==> src/design/m68kdec_pkg.sv <==
package m68kdec_pkg;

   localparam int WORD_WIDTH = 16;
   localparam int RSP_DATA_WIDTH = 16;

   typedef enum logic [5:0] {
      OP_BSET_BTST     = 6'd0,
      OP_ANDI_EORI_ORI = 6'd1,
      OP_MOVE          = 6'd2,
      OP_LEA           = 6'd3,
      OP_EXT           = 6'd4,
      OP_MOVE_FROM_SR  = 6'd5,
      OP_NEG           = 6'd6,
      OP_MOVE_FROM_CCR = 6'd7,
      OP_CLR           = 6'd8,
      OP_MOVE_TO_CCR   = 6'd9,
      OP_MOVE_TO_SR    = 6'd10,
      OP_NOT           = 6'd11,
      OP_PEA           = 6'd12,
      OP_SWAP          = 6'd13,
      OP_MOVEM         = 6'd14,
      OP_LINK          = 6'd15,
      OP_TST           = 6'd16,
      OP_RTS           = 6'd17,
      OP_NOP           = 6'd18,
      OP_JMP           = 6'd19,
      OP_UNLK          = 6'd20,
      OP_MOVE_USP      = 6'd21,
      OP_JSR           = 6'd22,
      OP_SCC           = 6'd23,
      OP_DBCC          = 6'd24,
      OP_ADDQ          = 6'd25,
      OP_BRA           = 6'd26,
      OP_BSR           = 6'd27,
      OP_BCC           = 6'd28,
      OP_MOVEQ         = 6'd29,
      OP_AND_EOR_OR    = 6'd30,
      OP_EMU           = 6'd31,
      OP_EXG           = 6'd32,
      OP_SHIFT_REG     = 6'd33
   } op_type;

   localparam logic [3:0] LINE_BIT_IMM  = 4'h0;
   localparam logic [3:0] LINE_MOVE_B   = 4'h1;
   localparam logic [3:0] LINE_MOVE_L   = 4'h2;
   localparam logic [3:0] LINE_MOVE_W   = 4'h3;
   localparam logic [3:0] LINE_MISC     = 4'h4;
   localparam logic [3:0] LINE_ADDQ_SCC = 4'h5;
   localparam logic [3:0] LINE_BRANCH   = 4'h6;
   localparam logic [3:0] LINE_MOVEQ    = 4'h7;
   localparam logic [3:0] LINE_OR       = 4'h8;
   localparam logic [3:0] LINE_EMU      = 4'hA;
   localparam logic [3:0] LINE_EOR      = 4'hB;
   localparam logic [3:0] LINE_AND_EXG  = 4'hC;
   localparam logic [3:0] LINE_SHIFT    = 4'hE;

   localparam logic [3:0] SUB_0 = 4'h0;
   localparam logic [3:0] SUB_1 = 4'h1;
   localparam logic [3:0] SUB_2 = 4'h2;
   localparam logic [3:0] SUB_4 = 4'h4;
   localparam logic [3:0] SUB_6 = 4'h6;
   localparam logic [3:0] SUB_8 = 4'h8;
   localparam logic [3:0] SUB_A = 4'hA;
   localparam logic [3:0] SUB_C = 4'hC;
   localparam logic [3:0] SUB_E = 4'hE;

   localparam logic [1:0] SZ_BYTE    = 2'd0;
   localparam logic [1:0] SZ_WORD    = 2'd1;
   localparam logic [1:0] SZ_LONG    = 2'd2;
   localparam logic [1:0] SZ_SPECIAL = 2'd3;

   localparam logic [2:0] MODE_DREG    = 3'd0;
   localparam logic [2:0] MODE_AREG    = 3'd1;
   localparam logic [2:0] MODE_IND     = 3'd2;
   localparam logic [2:0] MODE_POSTINC = 3'd3;
   localparam logic [2:0] MODE_PREDEC  = 3'd4;
   localparam logic [2:0] MODE_DISP    = 3'd5;
   localparam logic [2:0] MODE_INDEX   = 3'd6;
   localparam logic [2:0] MODE_OTHER   = 3'd7;

   localparam logic [7:0] LOW_RTS = 8'h75;
   localparam logic [7:0] LOW_NOP = 8'h71;

   // packed lowest field last: operation sits in bits 5..0
   typedef struct packed {
      logic   unimplemented;
      logic   variant_c;
      logic   variant_b;
      logic   variant_a;
      op_type operation;
   } decode_type;

endpackage

==> src/design/m68kdec_decode.sv <==
module m68kdec_decode (
   input  logic [m68kdec_pkg::WORD_WIDTH-1:0] opcode_word,
   output m68kdec_pkg::decode_type            result
);
   import m68kdec_pkg::*;

   logic [3:0] line;
   logic [3:0] sub;
   logic [7:0] lo;
   logic [1:0] sz;
   logic [2:0] mode;
   logic       b0;
   logic       ea_ctl;

   function automatic decode_type mk(input op_type op, input logic a, input logic b,
                                     input logic c);
      decode_type d;
      d.operation     = op;
      d.variant_a     = a;
      d.variant_b     = b;
      d.variant_c     = c;
      d.unimplemented = 1'b0;
      return d;
   endfunction

   function automatic decode_type bad();
      decode_type d;
      d.operation     = OP_BSET_BTST;
      d.variant_a     = 1'b0;
      d.variant_b     = 1'b0;
      d.variant_c     = 1'b0;
      d.unimplemented = 1'b1;
      return d;
   endfunction

   assign line   = opcode_word[15:12];
   assign sub    = opcode_word[11:8];
   assign lo     = opcode_word[7:0];
   assign sz     = opcode_word[7:6];
   assign mode   = opcode_word[5:3];
   assign b0     = opcode_word[8];
   assign ea_ctl = (mode == MODE_IND) || (mode == MODE_DISP) ||
                   (mode == MODE_INDEX) || (mode == MODE_OTHER);

   always_comb begin
      result = bad();
      unique case (line)
         LINE_BIT_IMM: begin
            if ((sz == SZ_BYTE || sz == SZ_SPECIAL) && mode != MODE_AREG) begin
               result = mk(OP_BSET_BTST, sz == SZ_SPECIAL, ~b0, 1'b0);
            end else if (sz == SZ_SPECIAL || mode == MODE_AREG) begin
               result = bad();
            end else if (sub == SUB_0) begin
               result = mk(OP_ANDI_EORI_ORI, 1'b1, 1'b0, 1'b0);
            end else if (sub == SUB_A) begin
               result = mk(OP_ANDI_EORI_ORI, 1'b1, 1'b1, 1'b0);
            end else if (sub == SUB_2) begin
               result = mk(OP_ANDI_EORI_ORI, 1'b0, 1'b0, 1'b0);
            end
         end
         LINE_MOVE_B, LINE_MOVE_L, LINE_MOVE_W: begin
            result = mk(OP_MOVE, 1'b0, 1'b0, 1'b0);
         end
         LINE_MISC: begin
            if (b0 && sz == SZ_SPECIAL) begin
               if (ea_ctl) result = mk(OP_LEA, 1'b0, 1'b0, 1'b0);
               else if (mode == MODE_DREG) result = mk(OP_EXT, 1'b0, 1'b0, 1'b0);
            end else begin
               unique case (sub)
                  SUB_0: begin
                     if (mode != MODE_AREG) begin
                        result = (sz == SZ_SPECIAL) ? mk(OP_MOVE_FROM_SR, 1'b0, 1'b0, 1'b0)
                                                    : mk(OP_NEG, 1'b1, 1'b0, 1'b0);
                     end
                  end
                  SUB_2: begin
                     if (mode != MODE_AREG) begin
                        result = (sz == SZ_SPECIAL) ? mk(OP_MOVE_FROM_CCR, 1'b0, 1'b0, 1'b0)
                                                    : mk(OP_CLR, 1'b0, 1'b0, 1'b0);
                     end
                  end
                  SUB_4: begin
                     if (mode != MODE_AREG) begin
                        result = (sz == SZ_SPECIAL) ? mk(OP_MOVE_TO_CCR, 1'b0, 1'b0, 1'b0)
                                                    : mk(OP_NEG, 1'b0, 1'b0, 1'b0);
                     end
                  end
                  SUB_6: begin
                     if (sz == SZ_SPECIAL) result = mk(OP_MOVE_TO_SR, 1'b0, 1'b0, 1'b0);
                     else if (mode != MODE_AREG) result = mk(OP_NOT, 1'b0, 1'b0, 1'b0);
                  end
                  SUB_8: begin
                     if (sz == SZ_WORD) begin
                        if (ea_ctl) result = mk(OP_PEA, 1'b0, 1'b0, 1'b0);
                        else if (mode == MODE_DREG) result = mk(OP_SWAP, 1'b0, 1'b0, 1'b0);
                     end else if (sz == SZ_LONG || sz == SZ_SPECIAL) begin
                        if (mode == MODE_DREG) begin
                           result = mk(OP_EXT, 1'b0, 1'b0, 1'b0);
                        end else if (mode == MODE_PREDEC || ea_ctl) begin
                           result = mk(OP_MOVEM, 1'b1, 1'b0, 1'b0);
                        end
                     end else if (mode == MODE_AREG) begin
                        result = mk(OP_LINK, 1'b1, 1'b0, 1'b0);
                     end
                  end
                  SUB_A: begin
                     if (sz != SZ_SPECIAL) result = mk(OP_TST, 1'b0, 1'b0, 1'b0);
                  end
                  SUB_C: begin
                     if ((sz == SZ_LONG || sz == SZ_SPECIAL) &&
                         (mode == MODE_POSTINC || ea_ctl)) begin
                        result = mk(OP_MOVEM, 1'b0, 1'b0, 1'b0);
                     end
                  end
                  SUB_E: begin
                     if (lo == LOW_RTS) begin
                        result = mk(OP_RTS, 1'b0, 1'b0, 1'b0);
                     end else if (lo == LOW_NOP) begin
                        result = mk(OP_NOP, 1'b0, 1'b0, 1'b0);
                     end else if (sz == SZ_SPECIAL) begin
                        if (ea_ctl) result = mk(OP_JMP, 1'b0, 1'b0, 1'b0);
                     end else if (sz == SZ_WORD) begin
                        if (mode == MODE_IND) result = mk(OP_LINK, 1'b0, 1'b0, 1'b0);
                        else if (mode == MODE_POSTINC) result = mk(OP_UNLK, 1'b0, 1'b0, 1'b0);
                        else if (mode == MODE_PREDEC) result = mk(OP_MOVE_USP, 1'b1, 1'b0, 1'b0);
                        else if (mode == MODE_DISP) result = mk(OP_MOVE_USP, 1'b0, 1'b0, 1'b0);
                     end else if (sz == SZ_LONG) begin
                        if (ea_ctl) result = mk(OP_JSR, 1'b0, 1'b0, 1'b0);
                     end
                  end
                  default: result = bad();
               endcase
            end
         end
         LINE_ADDQ_SCC: begin
            if (sz == SZ_SPECIAL) begin
               result = (mode != MODE_AREG) ? mk(OP_SCC, 1'b0, 1'b0, 1'b0)
                                            : mk(OP_DBCC, 1'b0, 1'b0, 1'b0);
            end else if (!b0) begin
               result = mk(OP_ADDQ, 1'b0, 1'b0, 1'b0);
            end
         end
         LINE_BRANCH: begin
            if (sub == SUB_0) result = mk(OP_BRA, 1'b0, 1'b0, 1'b0);
            else if (sub == SUB_1) result = mk(OP_BSR, 1'b0, 1'b0, 1'b0);
            else result = mk(OP_BCC, 1'b0, 1'b0, 1'b0);
         end
         LINE_MOVEQ: begin
            if (!b0) result = mk(OP_MOVEQ, 1'b0, 1'b0, 1'b0);
         end
         LINE_OR: begin
            if (mode != MODE_AREG && sz != SZ_SPECIAL) begin
               result = mk(OP_AND_EOR_OR, 1'b1, 1'b0, ~b0);
            end
         end
         LINE_EMU: begin
            result = mk(OP_EMU, 1'b0, 1'b0, 1'b0);
         end
         LINE_EOR: begin
            if (mode != MODE_AREG && sz != SZ_SPECIAL) begin
               result = mk(OP_AND_EOR_OR, 1'b1, 1'b1, 1'b0);
            end
         end
         LINE_AND_EXG: begin
            if (mode == MODE_DREG || mode == MODE_AREG) begin
               if (b0 && (sz == SZ_WORD || sz == SZ_LONG)) begin
                  result = mk(OP_EXG, 1'b0, 1'b0, 1'b0);
               end
            end else if (sz != SZ_SPECIAL) begin
               result = mk(OP_AND_EOR_OR, 1'b0, 1'b0, ~b0);
            end
         end
         LINE_SHIFT: begin
            if (mode == MODE_DREG) result = mk(OP_SHIFT_REG, 1'b0, ~lo[5], 1'b0);
            else if (mode == MODE_PREDEC) result = mk(OP_SHIFT_REG, 1'b1, ~lo[5], 1'b0);
         end
         default: result = bad();
      endcase
   end

endmodule

==> src/design/m68k_opcode_word_decoder.sv <==
// Decodes the first word of a 68000-family instruction into a handler class, three
// variant flags and an unimplemented flag. One word is taken every cycle unless a
// stalled result backs up into a full input register; each word passes an input
// register, the decode tree and a result register. A stalled result holds the result
// register, and the input register once it is full; the input side keeps accepting
// while the input register is empty or can move on.
module m68k_opcode_word_decoder (
   input  logic                                  clock,
   input  logic                                  reset,
   input  logic                                  req_tvalid,
   output logic                                  req_tready,
   input  logic [m68kdec_pkg::WORD_WIDTH-1:0]     req_tdata,  // opcode_word[15:0]
   output logic                                  rsp_tvalid,
   input  logic                                  rsp_tready,
   // operation[5:0], variant_a[6], variant_b[7], variant_c[8], zero fill[15:9]
   output logic [m68kdec_pkg::RSP_DATA_WIDTH-1:0] rsp_tdata,
   output logic [0:0]                            rsp_tuser   // unimplemented[0]
);
   import m68kdec_pkg::*;

   logic                  in_valid_ff, in_valid_in;
   logic [WORD_WIDTH-1:0] word_ff, word_in;
   logic                  out_valid_ff, out_valid_in;
   decode_type            result_ff, result_in;
   decode_type            decoded;
   logic                  advance;

   m68kdec_decode u_decode (
      .opcode_word (word_ff),
      .result      (decoded)
   );

   assign advance    = !out_valid_ff || rsp_tready;
   assign req_tready = !in_valid_ff || advance;

   always_comb begin
      in_valid_in  = req_tready ? req_tvalid : in_valid_ff;
      word_in      = (req_tvalid && req_tready) ? req_tdata : word_ff;
      out_valid_in = advance ? in_valid_ff : out_valid_ff;
      result_in    = (advance && in_valid_ff) ? decoded : result_ff;
   end

   always_ff @(posedge clock) begin
      if (reset) begin
         in_valid_ff  <= 1'b0;
         out_valid_ff <= 1'b0;
      end else begin
         in_valid_ff  <= in_valid_in;
         out_valid_ff <= out_valid_in;
      end
      word_ff   <= word_in;
      result_ff <= result_in;
   end

   assign rsp_tvalid = out_valid_ff;
   assign rsp_tdata  = {{(RSP_DATA_WIDTH - 9){1'b0}}, result_ff.variant_c,
                        result_ff.variant_b, result_ff.variant_a, result_ff.operation};
   assign rsp_tuser  = result_ff.unimplemented;

endmodule

==> config.mk <==
export PLATFORM = sky130hd
export DESIGN_NAME = m68k_opcode_word_decoder
export DESIGN_NICKNAME = d
export VERILOG_FILES = /design/src/design/m68kdec_pkg.sv /design/src/design/m68kdec_decode.sv /design/src/design/m68k_opcode_word_decoder.sv
export SDC_FILE = /design/constraint.sdc
export NUM_CORES = 1
export LEC_CHECK = 0
export ABC_AREA = 1
export BUFFER_PORTS_ARGS = -buffer_cell sky130_fd_sc_hd__buf_4
export CAP_MARGIN = 30
export CORE_MARGIN = 2
export CORE_UTILIZATION = 40
export CTS_CLUSTER_SIZE = 24
export DETAILED_ROUTE_END_ITERATION = 10
export SYNTH_ARGS = -nofsm -noshare
export SYNTH_HDL_FRONTEND = slang
export SYNTH_SLANG_ARGS = --single-unit
==> constraint.sdc <==
create_clock -name clock -period 3.8 [get_ports clock]
set_clock_uncertainty 0.1 [all_clocks]
set_input_delay 0.76 -clock clock [delete_from_list [all_inputs] [get_ports clock]]
set_output_delay 0.76 -clock clock [all_outputs]
set_load 0.02 [all_outputs]
* Word level (Yosys, flattened, before mapping)
Index checks and enable logic that the tools add are counted.
** Word-level totals
- Flip-flop bits (word level) :: 28
- Logic and storage cells :: 121
** Cells by class
- Equal/unequal tests :: 34
- Bitwise gates (word level) :: 2
- Multiplexer cells :: 51
- Reductions and logical operators :: 26
** Operators with widths (number)
- 10-bit two-way mux :: 44
- 10-bit one-hot mux with 11 select lines :: 1
- 10-bit one-hot mux with 8 select lines :: 1
- 4-bit == test (second input constant) :: 9
- 4-bit by 3-bit == test with 1-bit output (second input constant) :: 6
- 8-bit by 7-bit == test with 1-bit output (second input constant) :: 2
- 3-bit == test (second input constant) :: 4
- 4-bit by 2-bit == test with 1-bit output (second input constant) :: 3
- 1-bit logical OR :: 12
- 4-bit two-way mux :: 3
- 4-bit by 1-bit == test with 1-bit output (second input constant) :: 2
- 4-bit logical NOT :: 2
- 1-bit logical AND :: 7
- 7-bit two-way mux :: 1
- 3-bit by 2-bit == test with 1-bit output (second input constant) :: 2
- 2-bit == test (second input constant) :: 2
- 3-bit by 1-bit == test with 1-bit output (second input constant) :: 1
- 3-bit logical NOT :: 1
- 3-bit two-way mux :: 1
- 3-bit by 1-bit inequality test with 1-bit output (second input constant) :: 1
- 3-bit OR reduction :: 1
- 2-bit by 1-bit == test with 1-bit output (second input constant) :: 1
- 1-bit logical NOT :: 2
- 2-bit logical NOT :: 1
- 2 further kinds :: 3

* Logic depth before layout (Yosys ltp)
- Word-level depth :: 13
- Depth in mapped cells :: 13
- Depth with buffers taken out :: 12

* Cells and area by module
Synthesis repeated with hierarchy kept, for this count alone.
** Second synthesis, totals
- Cell total of the unflattened synthesis :: 315
- Area total of the unflattened synthesis :: 2115.8 um^2
** Modules (own cells, without submodules)
- m68kdec_decode :: area an instance 1187.4 um^2, cells an instance 269, times used 1
- m68k_opcode_word_decoder :: area an instance 928.4 um^2, cells an instance 46, times used 1

* Worst setup path before layout
No wires, ideal clock.
- Kind :: input -> register
- From :: in rsp_tready
- To :: reg word_ff[0] (enable)
- Data required time :: 3.336 ns
- Cell stages on the path :: 4
- Buffers on the path :: 0
- Library setup time :: 0.364 ns
- Setup slack :: 1.878 ns
- Data arrival time :: 1.458 ns
- Path through :: inv_1 > nand3_1 > nand2_1 > inv_1
** On the way
- Cells in the longest elaborated chain, start to end :: 3
** RTL lines
- start: declaration :: RTL line m68k_opcode_word_decoder.sv:14 : input logic rsp_tready,
- 1-bit logical OR :: RTL line m68k_opcode_word_decoder.sv:33 : assign advance = !out_valid_ff || rsp_tready;
- 1-bit logical OR :: RTL line m68k_opcode_word_decoder.sv:34 : assign req_tready = !in_valid_ff || advance;
- via req_tready :: RTL line m68k_opcode_word_decoder.sv:11 : output logic req_tready,
- 1-bit logical AND :: RTL line m68k_opcode_word_decoder.sv:38 : word_in = (req_tvalid && req_tready) ? req_tdata : word_ff;
- end signal: assignment :: RTL line m68k_opcode_word_decoder.sv:51 : word_ff <= word_in;
- end: declaration :: RTL line m68k_opcode_word_decoder.sv:22 : logic [WORD_WIDTH-1:0] word_ff, word_in;
The timed path passes the listed nets, and every way through them passes these cells.
A chain may end at the register's enable or synchronous reset.

* Worst setup path in the final report
- From :: in rsp_tready
- To :: out req_tready
** On the way
- Cells in the longest elaborated chain, start to end :: 2
** RTL lines (RTL line)
- 1-bit logical OR :: m68k_opcode_word_decoder.sv:33
- 1-bit logical OR :: m68k_opcode_word_decoder.sv:34
- end: declaration :: m68k_opcode_word_decoder.sv:11
No other way between the ends.

==> metrics.txt <==
Clk pin slew, worst setup/hold paths=approximately 0.090 ns; die area=between 5000 and 6000 um^2; post-synthesis xor/xnor area fraction=0%; I/O Buffers=31; chip height=between 70 and 80 um; Worst-Margin Slew=0.876 ns; DRC=0; Fmax achieved=479 MHz; Nets=357; Worst-Skew Late Latency=0.28 ns; LEAKAGE=1.16 nW; largest net degree at the start of global routing=17; Final Worst Setup Slack=1.71 ns; final non-filler cell total=403; total power=760 uW; Clock Root Buffer=clkbuf_8; worst path required time=2.94 ns; r2r endpoint=rsp_tdata[0]$_DFFE_PP_; complex-gate fraction of the synthesized area=7.78%; final hold violation count=0; ANT cells=0; max-slew violations=0; Syn Inst Count=around 300; Post-Synth Adder-Cell Area=1.78%; final core utilization=approximately 48%; # setup viols final=0; layout cells sized above 1=16.8%; VDD IR-drop max=167 uV; CTS tree=done; worst r2r path cells=10; Simple-Gate Fraction of Synth Area=about two fifths; Crit path top cell by count=buf_4; # rows=26; CTS buffer count=3; Seq cells post-synth=28; post-synthesis mux area share=0%; HP Start=in_valid_ff$_SDFFE_PP0N_; H-tree levels=1; First DRT Iteration DRCs=185; critical path's slowest cell=buf_4; R2R Path Start=word_ff[7]$_DFFE_PP_; HPWL Detailed=roughly 4000 um; power per standard cell area=between 300 and 400 nW/um^2; CP Launch Type=primary input; Setup WS pre-CTS=around 1.7 ns; Area Growth Syn to Fin=15.1%; Antenna Nets Post-Route=0; Initial Utilization=41.3%; post-route minimum period=2.09 ns; hold path depth=2; total setup buffers inserted after CTS=0; setup_tns=0 ns; RSZ-0062 raised after global routing=no; largest family of logic cells by synthesized area=simple AND/OR/NAND/NOR gates; grt ovf=0; register area share after synthesis=around 39%; cell area after layout=2430 um^2; Vias=2012; GRT Util Overall=18.1%; Yosys warnings=0; core area=5110 um^2; CTS Hold Bufs=0; CTS Sinks=28; most common library cell in the layout ignoring fill and taps=nand2_1; vias per cell=approximately 5; drt first pass iters=7; Crit Path Max Fanout=3; IO Count=39; initial antenna violation count=0; Placed Cells=399; WP data arrival=1.23 ns; cells along the critical path=buf_4, inv_1, nand3_1, buf_4; Crit path largest cell delay=0.18 ns; Crit Path Category=primary input to output pin; most frequent cells in the layout=nand2_1 (76), nor2_1 (58), nand3_1 (35), inv_1 (31), buf_4 (31); worst hold path class=register to register; post-CTS resize count=0; Yosys top cell by area=edfxtp_1; drt total wl=4940 um; top post-synthesis cells by area=edfxtp_1 (37%), nand2_1 (14%), nor2_1 (10%); GPL Wtd Cong=0.911; WHS Endpoint=rsp_tvalid$_SDFFE_PP0P_; number of global-route vias before repair=~1900; global-route wire length before repair=between 8000 and 9000 um; Post-Syn Area=2110 um^2; status=finished, final reports clean; top cell type's share of synthesized area=roughly 37%; clk buf depth=2; Avg Cell Area, Syn=6.93 um^2; flop-to-flop setup slack=1.73 ns; width of the die=between 70 and 80 um; Max-cap violations=0; Slew HR=41.6%; CP Capture Type=output pin; hold_ws=0.383 ns; fin crit share=54.9%; Wirelength per Cell=about 12 um; Placed Area=2350 um^2; number of distinct library cells after synthesis=27
-- cell families (layout without fill, tap and decap cells) --
logic type | count (synthesis) | in the layout
AO/OA/AOI/OAI | 31 | 31
adder cells (fa/ha/maj) | 3 | 3
buffers and inverters | 49 | 72
flip-flops | 28 | 28
other | 1 | 7
AND/OR/NAND/NOR | 192 | 192
-- worst max-delay path: cells and delay by family --
family,cells,cell delay [ns]
and+or+nand+nor,1,0.11
buffers and inverters,3,0.35
-- worst max-delay path by stage --
stage / start / endpoint / slack [ns] / depth (start not counted)
after CTS: rsp_tready / req_tready / 1.71 / 4
after floorplan: rsp_tready / word_ff[0]$_DFFE_PP_ / 1.88 / 4
after global placement: rsp_tready / req_tready / 1.72 / 4
after global routing: word_ff[6]$_DFFE_PP_ / rsp_tdata[1]$_DFFE_PP_ / 1.53 / 11
final: rsp_tready / req_tready / 1.71 / 4
after detailed placement: rsp_tready / req_tready / 1.71 / 4
-- state kept, by name (all words and copies together), names as in the netlist --
signal / cells
rsp_tdata: 9
in_valid_ff: 1
rsp_tvalid: 1
word_ff: 16
rsp_tuser: 1
-- synth_stat cells, drive strengths merged --
cell,number
ha,3
edfxtp,26
buf,12
nand2,80
dfxtp,2
nor4,1
nand4,3
nand3,37
conb,1
a31oi,1
a21oi,9
nor2,67
nor3,1
o211ai,3
o21ai,18
nand3b,3
inv,37
-- routing by layer --
| layer | vias to the layer above | global-route usage [%] | share of wire, % |
|---|---|---|---|
| li1 | 1033 | - | - |
| met4 | 0 | 5.45 | 2.9 |
| met1 | 878 | 25.1 | 46 |
| met3 | 13 | 2.84 | 6.8 |
| met5 | - | 0 | 0 |
| met2 | 88 | 29.0 | 44 |
-- power breakdown --
part | internal [mW] | total, mW | switching [mW]
Combinational | 0.0527 | 0.152 | 0.0994
Clock | 0.141 | 0.235 | 0.0940
Sequential | 0.358 | 0.372 | 0.0143
-- layout make-up --
class,instances,area [um^2]
Clock inverter,1,30.0
Sequential cell,28,821
Timing Repair Buffer,31,233
Multi-Input combinational cell,233,1070
Tap cell,70,87.6
Clock buffer,3,41.3
Inverter,37,141
Fill cell,537,2680
(Power assumes the default switching activity.)
